File: config.mk
export PLATFORM = sky130hd
export DESIGN_NAME = lfu_cache_lru_tiebreak_unit
export DESIGN_NICKNAME = d
export VERILOG_FILES = /design/src/rtl/lfu_pkg.sv /design/src/rtl/lfu_cache_lru_tiebreak_unit.sv /design/src/rtl/lfu_ram.sv
export SDC_FILE = /design/constraint.sdc
export NUM_CORES = 1
export LEC_CHECK = 0
export ABC_CLOCK_PERIOD_IN_PS = 7300
export BUFFER_PORTS_ARGS = -buffer_cell sky130_fd_sc_hd__buf_2
export CAP_MARGIN = 20
export CELL_PAD_IN_SITES_DETAIL_PLACEMENT = 0
export CELL_PAD_IN_SITES_GLOBAL_PLACEMENT = 1
export CORE_AREA = 10 10 336 338
export DETAILED_ROUTE_END_ITERATION = 10
export DIE_AREA = 0 0 346 348
export GPL_TIMING_DRIVEN = 0
export HOLD_SLACK_MARGIN = 0.08
export PLACE_DENSITY = 0.75
export SLEW_MARGIN = 5
export SYNTH_ARGS = -nofsm -noshare
export SYNTH_HDL_FRONTEND = slang
export SYNTH_HIERARCHICAL = 1
export SYNTH_SLANG_ARGS = --single-unit
File: constraint.sdc
create_clock -name i_clk -period 7.3 [get_ports i_clk]
set_clock_uncertainty 0.1 [all_clocks]
set_input_delay 1.46 -clock i_clk [delete_from_list [all_inputs] [get_ports i_clk]]
set_output_delay 1.46 -clock i_clk [all_outputs]
set_load 0.02 [all_outputs]
File: src/rtl/lfu_pkg.sv
// shared types and constants for the lfu cache with lru tie break
// no dependencies; used by the cache top level

package lfu_pkg;

    localparam int KEY_BITS    = 16;
    localparam int VALUE_BITS  = 32;
    localparam int COUNT_W     = 16;
    localparam int CAP_W       = 5;
    localparam int ENTRIES_DEF = 16;

    localparam logic [COUNT_W-1:0] COUNT_MAX = {COUNT_W{1'b1}};
    localparam logic [CAP_W-1:0]   CAP_RESET = CAP_W'(16);

    localparam logic OP_GET = 1'b0;
    localparam logic OP_PUT = 1'b1;

    typedef enum logic [2:0] {
        ST_IDLE,
        ST_SCAN,
        ST_PLAN,
        ST_SWEEP,
        ST_COMMIT,
        ST_DONE
    } t_state;

    typedef struct packed {
        logic                         operation;
        logic [KEY_BITS-1:0]          key;
        logic signed [VALUE_BITS-1:0] value;
    } t_in_item;

    typedef struct packed {
        logic                         hit;
        logic signed [VALUE_BITS-1:0] read_value;
    } t_out_item;

endpackage

File: src/rtl/lfu_cache_lru_tiebreak_unit.sv
// top level of the fully associative lfu cache with lru tie break
// depends on lfu_pkg and lfu_ram

// Fully associative key/value cache with least-frequently-used replacement; among entries
// of equal use count the least recently touched one is evicted. A get returns the stored
// value and a hit flag; a put updates a present key or inserts a new one with count one,
// evicting first when occupancy has reached the capacity register (capped at ENTRIES;
// zero makes puts do nothing). Keys, values, counts and recency ranks live in single
// read port rams that are walked one entry per cycle. Each item gets a match/victim
// scan over all entries; unless nothing is updated (get miss, put with capacity zero)
// a rank update pass over the rank ram and a commit follow, and no new item is taken
// before the item is done. The result sits in an output register, so a new item is
// taken while the previous result waits. No clearing pass follows reset.

module lfu_cache_lru_tiebreak_unit #(
    parameter int ENTRIES = lfu_pkg::ENTRIES_DEF
) (
    input  logic                     i_clk,
    input  logic                     i_rst_n,
    input  logic                     i_in_valid,
    output logic                     o_in_stall,
    input  lfu_pkg::t_in_item        i_in_data,
    output logic                     o_out_valid,
    input  logic                     i_out_stall,
    output lfu_pkg::t_out_item       o_out_data,
    input  logic                     i_cfg_we,
    input  logic [lfu_pkg::CAP_W-1:0] i_cfg_data
);

    localparam int IDX_W  = (ENTRIES > 1) ? $clog2(ENTRIES) : 1;
    localparam int CNT_W  = $clog2(ENTRIES + 1);
    localparam int RANK_W = IDX_W;
    localparam int KW     = lfu_pkg::KEY_BITS;
    localparam int VW     = lfu_pkg::VALUE_BITS;
    localparam int CW     = lfu_pkg::COUNT_W;
    localparam logic [IDX_W-1:0] LAST_IDX = IDX_W'(ENTRIES - 1);

    lfu_pkg::t_state r_state, n_state;

    logic [lfu_pkg::CAP_W-1:0] r_capacity;

    logic          r_op, n_op;
    logic [KW-1:0] r_key, n_key;
    logic [VW-1:0] r_value, n_value;

    logic [CNT_W-1:0] r_idx, n_idx;
    logic             r_pvld, n_pvld;
    logic [IDX_W-1:0] r_pidx, n_pidx;

    logic              r_found, n_found;
    logic [IDX_W-1:0]  r_found_idx, n_found_idx;
    logic [RANK_W-1:0] r_found_rank, n_found_rank;
    logic [CW-1:0]     r_found_cnt, n_found_cnt;
    logic [VW-1:0]     r_found_val, n_found_val;

    logic              r_vic_have, n_vic_have;
    logic [IDX_W-1:0]  r_vic_idx, n_vic_idx;
    logic [CW-1:0]     r_vic_cnt, n_vic_cnt;
    logic [RANK_W-1:0] r_vic_rank, n_vic_rank;

    logic             r_free_have, n_free_have;
    logic [IDX_W-1:0] r_free_idx, n_free_idx;

    logic             r_do_touch, n_do_touch;
    logic             r_do_insert, n_do_insert;
    logic             r_do_evict, n_do_evict;
    logic [IDX_W-1:0] r_target, n_target;

    logic          r_hit, n_hit;
    logic [VW-1:0] r_rdval, n_rdval;

    logic [ENTRIES-1:0] r_valid, n_valid;
    logic [CNT_W-1:0]   r_occ, n_occ;

    logic               r_out_valid, n_out_valid;
    lfu_pkg::t_out_item r_out_data, n_out_data;

    // ram ports
    logic [IDX_W-1:0]  w_raddr;
    logic [KW-1:0]     w_key_rd;
    logic [VW-1:0]     w_val_rd;
    logic [CW-1:0]     w_cnt_rd;
    logic [RANK_W-1:0] w_rank_rd;
    logic              w_key_we, w_val_we, w_cnt_we, w_rank_we;
    logic [CW-1:0]     w_cnt_wdata;
    logic [RANK_W-1:0] w_rank_wdata;

    // plan decoded from scan results
    logic [CNT_W-1:0] w_cap;
    logic             w_cap_zero, w_is_put, w_touch, w_miss_put, w_evict;
    logic             w_use_vic, w_insert;
    logic [IDX_W-1:0] w_slot, w_target;

    logic w_accept, w_issue, w_ent_valid, w_out_free;

    assign w_accept   = i_in_valid && !o_in_stall;
    assign w_raddr    = r_idx[IDX_W-1:0];
    assign w_issue    = (r_idx < CNT_W'(ENTRIES));
    assign w_ent_valid = r_valid[r_pidx];
    assign w_out_free = !r_out_valid || !i_out_stall;

    assign w_cap      = (32'(r_capacity) > 32'(ENTRIES)) ? CNT_W'(ENTRIES)
                                                          : CNT_W'(r_capacity);
    assign w_cap_zero = (w_cap == '0);
    assign w_is_put   = (r_op == lfu_pkg::OP_PUT);
    assign w_touch    = r_found && (!w_is_put || !w_cap_zero);
    assign w_miss_put = !r_found && w_is_put && !w_cap_zero;
    assign w_evict    = w_miss_put && (r_occ >= w_cap) && r_vic_have;
    assign w_use_vic  = w_evict && (!r_free_have || (r_vic_idx < r_free_idx));
    assign w_slot     = w_use_vic ? r_vic_idx : r_free_idx;
    assign w_insert   = w_miss_put && (w_evict || r_free_have);
    assign w_target   = w_touch ? r_found_idx : w_slot;

    // next state
    always_comb begin
        n_state = r_state;
        case (r_state)
            lfu_pkg::ST_IDLE: begin
                if (w_accept) n_state = lfu_pkg::ST_SCAN;
            end
            lfu_pkg::ST_SCAN: begin
                if (r_pvld && (r_pidx == LAST_IDX)) n_state = lfu_pkg::ST_PLAN;
            end
            lfu_pkg::ST_PLAN: begin
                n_state = (w_touch || w_insert) ? lfu_pkg::ST_SWEEP : lfu_pkg::ST_DONE;
            end
            lfu_pkg::ST_SWEEP: begin
                if (r_pvld && (r_pidx == LAST_IDX)) n_state = lfu_pkg::ST_COMMIT;
            end
            lfu_pkg::ST_COMMIT: begin
                n_state = lfu_pkg::ST_DONE;
            end
            lfu_pkg::ST_DONE: begin
                if (w_out_free) n_state = lfu_pkg::ST_IDLE;
            end
            default: n_state = lfu_pkg::ST_IDLE;
        endcase
    end

    // datapath and output control
    always_comb begin
        n_op         = r_op;
        n_key        = r_key;
        n_value      = r_value;
        n_idx        = r_idx;
        n_pvld       = 1'b0;
        n_pidx       = r_pidx;
        n_found      = r_found;
        n_found_idx  = r_found_idx;
        n_found_rank = r_found_rank;
        n_found_cnt  = r_found_cnt;
        n_found_val  = r_found_val;
        n_vic_have   = r_vic_have;
        n_vic_idx    = r_vic_idx;
        n_vic_cnt    = r_vic_cnt;
        n_vic_rank   = r_vic_rank;
        n_free_have  = r_free_have;
        n_free_idx   = r_free_idx;
        n_do_touch   = r_do_touch;
        n_do_insert  = r_do_insert;
        n_do_evict   = r_do_evict;
        n_target     = r_target;
        n_hit        = r_hit;
        n_rdval      = r_rdval;
        n_valid      = r_valid;
        n_occ        = r_occ;
        n_out_valid  = r_out_valid && i_out_stall;
        n_out_data   = r_out_data;
        w_key_we     = 1'b0;
        w_val_we     = 1'b0;
        w_cnt_we     = 1'b0;
        w_cnt_wdata  = r_found_cnt;
        w_rank_we    = 1'b0;
        w_rank_wdata = w_rank_rd;

        case (r_state)
            lfu_pkg::ST_IDLE: begin
                if (w_accept) begin
                    n_op        = i_in_data.operation;
                    n_key       = i_in_data.key;
                    n_value     = i_in_data.value;
                    n_idx       = '0;
                    n_found     = 1'b0;
                    n_vic_have  = 1'b0;
                    n_free_have = 1'b0;
                end
            end
            lfu_pkg::ST_SCAN: begin
                if (w_issue) begin
                    n_pvld = 1'b1;
                    n_pidx = r_idx[IDX_W-1:0];
                    n_idx  = r_idx + CNT_W'(1);
                end
                if (r_pvld) begin
                    if (w_ent_valid && (w_key_rd == r_key) && !r_found) begin
                        n_found      = 1'b1;
                        n_found_idx  = r_pidx;
                        n_found_rank = w_rank_rd;
                        n_found_cnt  = w_cnt_rd;
                        n_found_val  = w_val_rd;
                    end
                    // lowest count wins, the oldest rank among equal counts
                    if (w_ent_valid && (!r_vic_have || (w_cnt_rd < r_vic_cnt) ||
                        ((w_cnt_rd == r_vic_cnt) && (w_rank_rd > r_vic_rank)))) begin
                        n_vic_have = 1'b1;
                        n_vic_idx  = r_pidx;
                        n_vic_cnt  = w_cnt_rd;
                        n_vic_rank = w_rank_rd;
                    end
                    if (!w_ent_valid && !r_free_have) begin
                        n_free_have = 1'b1;
                        n_free_idx  = r_pidx;
                    end
                end
            end
            lfu_pkg::ST_PLAN: begin
                n_do_touch  = w_touch;
                n_do_insert = w_insert;
                n_do_evict  = w_evict;
                n_target    = w_target;
                n_hit       = r_found;
                n_rdval     = (!w_is_put && r_found) ? r_found_val : '0;
                n_idx       = '0;
            end
            lfu_pkg::ST_SWEEP: begin
                if (w_issue) begin
                    n_pvld = 1'b1;
                    n_pidx = r_idx[IDX_W-1:0];
                    n_idx  = r_idx + CNT_W'(1);
                end
                if (r_pvld) begin
                    w_rank_wdata = w_rank_rd + RANK_W'(1);
                    if (r_pidx == r_target) begin
                        w_rank_we    = 1'b1;
                        w_rank_wdata = '0;
                    end else if (w_ent_valid) begin
                        if (r_do_touch) begin
                            w_rank_we = (w_rank_rd < r_found_rank);
                        end else begin
                            // eviction closes the gap, insertion opens rank zero
                            w_rank_we = !(r_do_evict && ((r_pidx == r_vic_idx) ||
                                                         (w_rank_rd > r_vic_rank)));
                        end
                    end
                end
            end
            lfu_pkg::ST_COMMIT: begin
                w_key_we = r_do_insert;
                w_val_we = w_is_put;
                w_cnt_we = 1'b1;
                if (r_do_insert) begin
                    w_cnt_wdata = CW'(1);
                end else if (r_found_cnt != lfu_pkg::COUNT_MAX) begin
                    w_cnt_wdata = r_found_cnt + CW'(1);
                end
                if (r_do_evict && (r_vic_idx != r_target)) begin
                    n_valid[r_vic_idx] = 1'b0;
                end
                if (r_do_insert) begin
                    n_valid[r_target] = 1'b1;
                    if (!r_do_evict) n_occ = r_occ + CNT_W'(1);
                end
            end
            lfu_pkg::ST_DONE: begin
                if (w_out_free) begin
                    n_out_valid           = 1'b1;
                    n_out_data.hit        = r_hit;
                    n_out_data.read_value = r_rdval;
                end
            end
            default: ;
        endcase
    end

    always_ff @(posedge i_clk) begin
        if (!i_rst_n) begin
            r_state     <= lfu_pkg::ST_IDLE;
            r_capacity  <= lfu_pkg::CAP_RESET;
            r_pvld      <= 1'b0;
            r_valid     <= '0;
            r_occ       <= '0;
            r_out_valid <= 1'b0;
        end else begin
            r_state     <= n_state;
            if (i_cfg_we) r_capacity <= i_cfg_data;
            r_pvld      <= n_pvld;
            r_valid     <= n_valid;
            r_occ       <= n_occ;
            r_out_valid <= n_out_valid;
        end
    end

    always_ff @(posedge i_clk) begin
        r_op         <= n_op;
        r_key        <= n_key;
        r_value      <= n_value;
        r_idx        <= n_idx;
        r_pidx       <= n_pidx;
        r_found      <= n_found;
        r_found_idx  <= n_found_idx;
        r_found_rank <= n_found_rank;
        r_found_cnt  <= n_found_cnt;
        r_found_val  <= n_found_val;
        r_vic_have   <= n_vic_have;
        r_vic_idx    <= n_vic_idx;
        r_vic_cnt    <= n_vic_cnt;
        r_vic_rank   <= n_vic_rank;
        r_free_have  <= n_free_have;
        r_free_idx   <= n_free_idx;
        r_do_touch   <= n_do_touch;
        r_do_insert  <= n_do_insert;
        r_do_evict   <= n_do_evict;
        r_target     <= n_target;
        r_hit        <= n_hit;
        r_rdval      <= n_rdval;
        r_out_data   <= n_out_data;
    end

    assign o_in_stall  = (r_state != lfu_pkg::ST_IDLE);
    assign o_out_valid = r_out_valid;
    assign o_out_data  = r_out_data;

    lfu_ram #(.WIDTH(KW), .DEPTH(ENTRIES)) u_key_ram (
        .i_clk   (i_clk),
        .i_we    (w_key_we),
        .i_waddr (r_target),
        .i_wdata (r_key),
        .i_raddr (w_raddr),
        .o_rdata (w_key_rd)
    );

    lfu_ram #(.WIDTH(VW), .DEPTH(ENTRIES)) u_val_ram (
        .i_clk   (i_clk),
        .i_we    (w_val_we),
        .i_waddr (r_target),
        .i_wdata (r_value),
        .i_raddr (w_raddr),
        .o_rdata (w_val_rd)
    );

    lfu_ram #(.WIDTH(CW), .DEPTH(ENTRIES)) u_cnt_ram (
        .i_clk   (i_clk),
        .i_we    (w_cnt_we),
        .i_waddr (r_target),
        .i_wdata (w_cnt_wdata),
        .i_raddr (w_raddr),
        .o_rdata (w_cnt_rd)
    );

    lfu_ram #(.WIDTH(RANK_W), .DEPTH(ENTRIES)) u_rank_ram (
        .i_clk   (i_clk),
        .i_we    (w_rank_we),
        .i_waddr (r_pidx),
        .i_wdata (w_rank_wdata),
        .i_raddr (w_raddr),
        .o_rdata (w_rank_rd)
    );

`ifndef SYNTHESIS
    a_occ_matches_valid: assert property (@(posedge i_clk) disable iff (!i_rst_n)
        $countones(r_valid) == 32'(r_occ))
        else $error("occupancy count disagrees with valid bits");

    a_touch_target_valid: assert property (@(posedge i_clk) disable iff (!i_rst_n)
        (r_state == lfu_pkg::ST_SWEEP && r_do_touch) |-> r_valid[r_target])
        else $error("touch on an entry that is not valid");

    a_insert_slot_free: assert property (@(posedge i_clk) disable iff (!i_rst_n)
        (r_state == lfu_pkg::ST_COMMIT && r_do_insert && !r_do_evict)
            |-> !r_valid[r_target])
        else $error("insert into an occupied entry");

    a_accept_starts_scan: assert property (@(posedge i_clk) disable iff (!i_rst_n)
        (i_in_valid && !o_in_stall) |=> (r_state == lfu_pkg::ST_SCAN && !r_found))
        else $error("transfer did not start a scan");
`endif

endmodule

File: src/rtl/lfu_ram.sv
// generic simple dual port ram: one write port, one registered read port
// no dependencies

module lfu_ram #(
    parameter int WIDTH = 8,
    parameter int DEPTH = 16,
    localparam int ADDR_W = (DEPTH > 1) ? $clog2(DEPTH) : 1
) (
    input  logic              i_clk,
    input  logic              i_we,
    input  logic [ADDR_W-1:0] i_waddr,
    input  logic [WIDTH-1:0]  i_wdata,
    input  logic [ADDR_W-1:0] i_raddr,
    output logic [WIDTH-1:0]  o_rdata
);

    logic [WIDTH-1:0] r_mem [DEPTH];
    logic [WIDTH-1:0] r_rdata;

    always_ff @(posedge i_clk) begin
        if (i_we) begin
            r_mem[i_waddr] <= i_wdata;
        end
        r_rdata <= r_mem[i_raddr];
    end

    assign o_rdata = r_rdata;

endmodule

* Word-level counts from Yosys, hierarchy flattened
Memory sizes are Yosys's and may differ from the RTL's. A register that Yosys moved wholly into a read port is not among the register bits. Index checks and enable logic that the tools add are counted. Widths: inputs -> output; s select.
Operators by class: $add $sub $neg 4, order comparisons 12, eq/ne operators 21, mux-type cells 56, bitwise gates (word level) 4, reduce and logical (&&, ||, !) cells 57
Operators with widths (number):
- $mux 16 | 6
- $eq 16x16->1 | 2
- $mux 1 | 29
- $logic_and 1x1->1 | 20
- $mux 4 | 5
- $pmux 3 s6 | 1
- $add 16x1->16 const B | 1
- $and 16x16->16 | 1
- $lt 16x16->1 | 1
- $ne 16x16->1 const B | 1
- $ne 2x2->1 const B | 8
- $not 16->16 | 1
- $or 16x16->16 | 1
- $reduce_and 4->1 | 4
- $lt 4x5->1 const B | 3
- $mux 3 | 5
- $mux 5 | 3
- $pmux 5 s3 | 1
- $reduce_and 3->1 | 5
- $add 5x1->5 const B | 2
- $logic_not 1->1 | 10
- $demux 1 s4 | 2
- $eq 4x4->1 | 2
- $ge 4x1->1 const B | 2
- 22 further kinds | 38
Storage, ports and cells: bits in registers 249, memory bits (writable) 1088, input port bits 59, output and inout bits 35, memories kept 4
Memory list:
- u_val_ram.r_mem | words 16, bits a word 32, rd ports 1, clocked after memory_dff 1, write ports 1, RTL line lfu_ram.sv:17 | logic [WIDTH-1:0] r_mem [DEPTH];
- u_cnt_ram.r_mem | words 16, bits a word 16, rd ports 1, clocked after memory_dff 1, write ports 1, RTL line lfu_ram.sv:17
- u_key_ram.r_mem | words 16, bits a word 16, rd ports 1, clocked after memory_dff 1, write ports 1, RTL line lfu_ram.sv:17
- u_rank_ram.r_mem | words 16, bits a word 4, rd ports 1, clocked after memory_dff 1, write ports 1, RTL line lfu_ram.sv:17

* Depth between registers and ports, before layout
depth in word-level cells 12, depth in mapped cells 10

* By module
Netlist, hierarchy kept.
Modules (own cells, without submodules):
- lfu_ram (u_val_ram) | times used 1, cells each 838, area each 19854.0 sq um, sequential area each 16015.4 sq um
- lfu_cache_lru_tiebreak_unit | times used 1, cells each 709, area each 10172.3 sq um, sequential area each 7166.9 sq um
- lfu_ram (u_cnt_ram) | times used 1, cells each 432, area each 10043.4 sq um, sequential area each 8007.7 sq um
- lfu_ram (u_key_ram) | times used 1, cells each 432, area each 10042.1 sq um, sequential area each 8007.7 sq um
- lfu_ram (u_rank_ram) | times used 1, cells each 130, area each 2666.3 sq um, sequential area each 2001.9 sq um

* Worst setup path before layout
OpenSTA, ideal clock, no wires.
path type register -> register, start point register r_pidx[0], end point register r_found, enable pin, setup time 0.316 ns, arrival 7.151 ns, setup slack -0.267 ns, stages on the path, launching flop included 7, buffers on the path 1, period minus slack after synthesis 7.567 ns, cells stage by stage edfxtp_1 -> buf_6 -> mux4_2 -> mux4_2 -> nand2_1 -> nor4_1 -> or2_1
On the way: longest elaborated chain between the ends 6
Ends and longest elaborated chain:
- from (decl) | RTL line lfu_cache_lru_tiebreak_unit.sv:48 | logic [IDX_W-1:0] r_pidx, n_pidx;
- from (signal assigned) | RTL line lfu_cache_lru_tiebreak_unit.sv:298 | r_pidx <= n_pidx;
- $bmux 1 s4 | RTL line lfu_cache_lru_tiebreak_unit.sv:99 | assign w_ent_valid = r_valid[r_pidx];
- $mux 1 (implied by the code) | RTL line lfu_cache_lru_tiebreak_unit.sv:99
- $logic_and 1x1->1 (2 in a row) | RTL line lfu_cache_lru_tiebreak_unit.sv:195 | if (w_ent_valid && (w_key_rd == r_key) && !r_found) begin
- $ne 2x2->1 (no line)
- $reduce_and 4->1 (no line)
- to (signal assigned) | RTL line lfu_cache_lru_tiebreak_unit.sv:299 | r_found <= n_found;
- to (decl) | RTL line lfu_cache_lru_tiebreak_unit.sv:50 | logic r_found, n_found;
No other way between the ends. The select of a mux whose other input is x is not followed. A chain may end at the register's enable or synchronous reset.

* Final worst setup path
start point register r_state[2], end point memory u_key_ram/r_mem[0][5] in the netlist's numbering, enable pin
On the way: longest elaborated chain between the ends 4
Ends and longest elaborated chain:
- from (decl) | RTL line lfu_cache_lru_tiebreak_unit.sv:38 | lfu_pkg::t_state r_state, n_state;
- from (signal assigned) | RTL line lfu_cache_lru_tiebreak_unit.sv:277 | r_state <= lfu_pkg::ST_IDLE;
- from (signal assigned) | RTL line lfu_cache_lru_tiebreak_unit.sv:284 | r_state <= n_state;
- $eq 3x3->1 | RTL line lfu_cache_lru_tiebreak_unit.sv:176 | case (r_state)
- $mux 1 | RTL line lfu_cache_lru_tiebreak_unit.sv:176
- net w_key_we | RTL line lfu_cache_lru_tiebreak_unit.sv:84 | logic w_key_we, w_val_we, w_cnt_we, w_rank_we;
- $mux 1 | RTL line lfu_ram.sv:21 | if (i_we) begin
- $mux 1 (implied by the code) | RTL line lfu_ram.sv:22 | r_mem[i_waddr] <= i_wdata;
- to (decl) | RTL line lfu_ram.sv:17
The timed path passes the listed nets, and every way through them passes these cells.

==> flow_summary.json <==
{
  "leakage_nw": 19.9,
  "die_w_um": 346,
  "layout_setup_ws_ns": 2.85,
  "cp_num_buf_inv": 5,
  "setup_viol": 0,
  "postLayoutCellArea_sq_um": 61200,
  "ys_seq_area_frac": 0.781,
  "grt_use_total": 0.189,
  "viasPerCell": 5.86,
  "drc": 0,
  "max_stage_delay_ns": 0.67,
  "die_h_um": 348,
  "r2r_cells": 10,
  "core_area_sq_um": 106000,
  "r2r-start": "r_state[2]",
  "grt_antenna_before_repair": 5,
  "arrival_ns": 4.80,
  "clk_pin_slew_worst_paths_ns": 0.06,
  "slowest_stage": "nor3_2",
  "cp_data_required_time_ns": 7.66,
  "ys_warn_count": 6,
  "crit_type": "flip-flop to flip-flop",
  "wl_per_cell_um": 25.9,
  "run_status": "complete, no violations",
  "nFillCells": 7726,
  "hp-start": "u_val_ram/o_rdata[14]",
  "cp_max_fo": 13,
  "clock_sinks": 1405,
  "grt_overflow": 0,
  "syn_area_per_cell_sq_um": 20.8,
  "num_rows": 120,
  "drive_gt1_frac": 0.249,
  "worstMarginPinSlew_ns": 1.10,
  "synth_edf_count": 1306,
  "htreeDepth": 4,
  "endpoint_kind": "flip-flop",
  "synthArstFlopShare": 0,
  "dp_hpwl_um": 75300,
  "port-buffer-count": 91,
  "grt_max_degree": 24,
  "pre_cts_ws_ns": 2.87,
  "area_growth_syn_to_layout_pct": 16.0,
  "power.total_w": 0.0176,
  "cts_buffer_depth": 3,
  "p_per_area_nw_per_um2": 287,
  "min_to": "r_found_val[14]",
  "cts_setup_buffers": 0,
  "placed_cell_area_sq_um": 56400,
  "wl_um": 114000,
  "final_nets": 2957,
  "ir_worst_vdd_uv": 185,
  "period_needed_ns": 4.45,
  "via_count": 25700,
  "drt_iter0_markers": 2415,
  "layout_common_cells": "1306 x edfxtp_1, 243 x mux4_2, 145 x clkbuf_16",
  "yosysUniqueCellTypes": 66,
  "place_congestion": 0.804,
  "antenna_left": 0,
  "initial_core_util": 0.496,
  "final_cell_count_no_fill": 4389,
  "timing.rr.end": "u_key_ram/r_mem[0][5]",
  "ios": 94,
  "finalSetupTns_ns": 0,
  "cts_tree": "built",
  "hold_violations": 0,
  "hold_class": "flip-flop to flip-flop",
  "final_common_cell": "edfxtp_1",
  "worstHoldPathCells": 0,
  "synthesis.area_sq_um": 52800,
  "crit_chain": "buf_2, and2b_1, nand2b_1, inv_2, nand2_1, inv_1, buf_1, or3b_2, nor3_2, buf_4",
  "syn_nets": 2635,
  "cts_hold_buf": 0,
  "grt_pass1_vias": 26700,
  "rrSetupSlack_ns": 2.85,
  "die-area_sq_um": 120000,
  "cpLargestDelayFamily": "simple AND/OR/NAND/NOR gates",
  "cts_root_buf": "clkbuf_16",
  "maxCapViolCount": 0,
  "post-route-period-util": 0.609,
  "synth_cells": 2541,
  "first_pass_iters": 5,
  "fmax_mhz": 225,
  "slew_headroom": 0.263,
  "grt_pass1_wl_um": 172000,
  "clock_latency_ns": 0.75,
  "ys_seq_elements": 1405,
  "placedCellCount": 4113,
  "rsz0062_at_grt": "false",
  "crit_path_start_kind": "flip-flop",
  "synth_top_flop_cell": "edfxtp_1",
  "cts-resized-gates": 0,
  "slew_violations": 0,
  "cts_buffers": 142
}
logic make-up after synthesis:
kind of cell / share of synthesized area
AO/OA/AOI/OAI: 0.0308
AND/OR/NAND/NOR: 0.0367
adder cells (fa/ha/maj): 0.00830
buffers and inverters: 0.0142
multiplexers: 0.122
XOR/XNOR: 0.00747
flip-flops: 0.781
per-stage QoR:
stage / util / hold slack, ns
2_1_floorplan: - / 0.286
3_3_place_gp: 0.517 / 0.291
3_5_place_dp: 0.530 / 0.289
4_1_cts: 0.575 / 0.303
5_1_grt: 0.576 / 0.308
6_report: 0.576 / 0.304
synthesized netlist by cell type (2+ instances only):
cell / count / area, sq um
a211o_1: 2 / 17.5
a211oi_1: 2 / 15.0
a21boi_0: 6 / 45.0
a21o_1: 4 / 30.0
a21oi_1: 26 / 130
a22oi_1: 132 / 991
a31oi_1: 7 / 43.8
a32o_1: 2 / 20.0
and2_1: 39 / 244
and4_1: 5 / 43.8
buf_1: 18 / 67.6
buf_2: 13 / 65.1
buf_4: 17 / 128
buf_6: 12 / 135
clkbuf_1: 46 / 173
clkinv_1: 2 / 7.51
dfxtp_1: 99 / 1980
edfxtp_1: 1306 / 39200
ha_1: 35 / 438
inv_1: 36 / 135
mux2i_1: 6 / 60.1
mux4_1: 34 / 893
mux4_2: 243 / 5470
nand2_1: 111 / 417
nand2b_1: 15 / 93.8
nand3_1: 28 / 140
nand3b_1: 11 / 82.6
nand4_1: 15 / 93.8
nor2_1: 102 / 383
nor2b_1: 17 / 106
nor3_1: 29 / 145
nor3b_1: 4 / 30.0
nor4_1: 6 / 37.5
o211ai_1: 2 / 15.0
o21a_1: 7 / 52.6
o21ai_0: 20 / 100
o311ai_0: 5 / 43.8
o31ai_1: 3 / 22.5
or3b_2: 4 / 35.0
xnor2_1: 13 / 114
xor2_1: 32 / 280
registers in the layout, indices dropped and copies added, names as in the netlist, 32 cells and up:
register and count:
o_out_data 33, u_cnt_ram/r_mem 256, u_rank_ram/r_mem 64, u_val_ram/r_mem 512, u_val_ram/o_rdata 32, r_value 32
r_found_val 32, r_rdval 32, u_key_ram/r_mem 256
routing by layer:
| metal | part of all wire | up-vias | global-route usage |
|---|---|---|---|
| met3 | 0.065 | 134 | 0.0343 |
| met5 | 0 | - | 0 |
| met4 | 0.019 | 0 | 0.0520 |
| met1 | 0.42 | 13500 | 0.260 |
| met2 | 0.50 | 927 | 0.310 |
| li1 | - | 11100 | - |
cell type report:
cell class / count / area, sq um / area share
timing repair buffer: 178 / 1660 / 0.0271
sequential: 1405 / 41200 / 0.673
buffer: 108 / 602 / 0.00983
multi-input combinational: 989 / 11100 / 0.181
tap: 1403 / 1760 / 0.0287
inverter: 39 / 146 / 0.00239
clock buffer: 194 / 3940 / 0.0644
antenna: 1 / 2.50 / 0.0000409
clock inverter: 72 / 823 / 0.0135
power by group:
| part | switching [W] | leakage, nW | internal [W] | total [W] |
|---|---|---|---|---|
| Combinational | 0.000646 | 4.98 | 0.000532 | 0.00118 |
| Clock | 0.00304 | 2.32 | 0.00423 | 0.00727 |
| Sequential | 0.000153 | 12.6 | 0.00895 | 0.00911 |
worst max-delay path by stage:
stage                          start               endpoint  slack (ns)  depth (start not counted)
final                     r_state[2]  u_key_ram/r_mem[0][5]        2.85                         10
after floorplan            r_pidx[0]                r_found        2.10                          6
after CTS                 r_state[2]  u_key_ram/r_mem[0][5]        2.85                         10
after detailed placement  r_state[2]  u_key_ram/r_mem[0][9]        2.87                         10
after global routing      r_state[2]  u_key_ram/r_mem[0][5]        2.61                         10
after global placement      r_key[3]                r_found       -1.33                          5
worst register-to-register path: stages, from the launching register on:
cell and delay [ns]:
dfxtp_1 0.30, buf_2 0.19, and2b_1 0.21, nand2b_1 0.20, inv_2 0.29, nand2_1 0.30
inv_1 0.32, buf_1 0.65, or3b_2 0.58, nor3_2 0.67, buf_4 0.34
No activity file was read; power rests on OpenSTA's default activity.
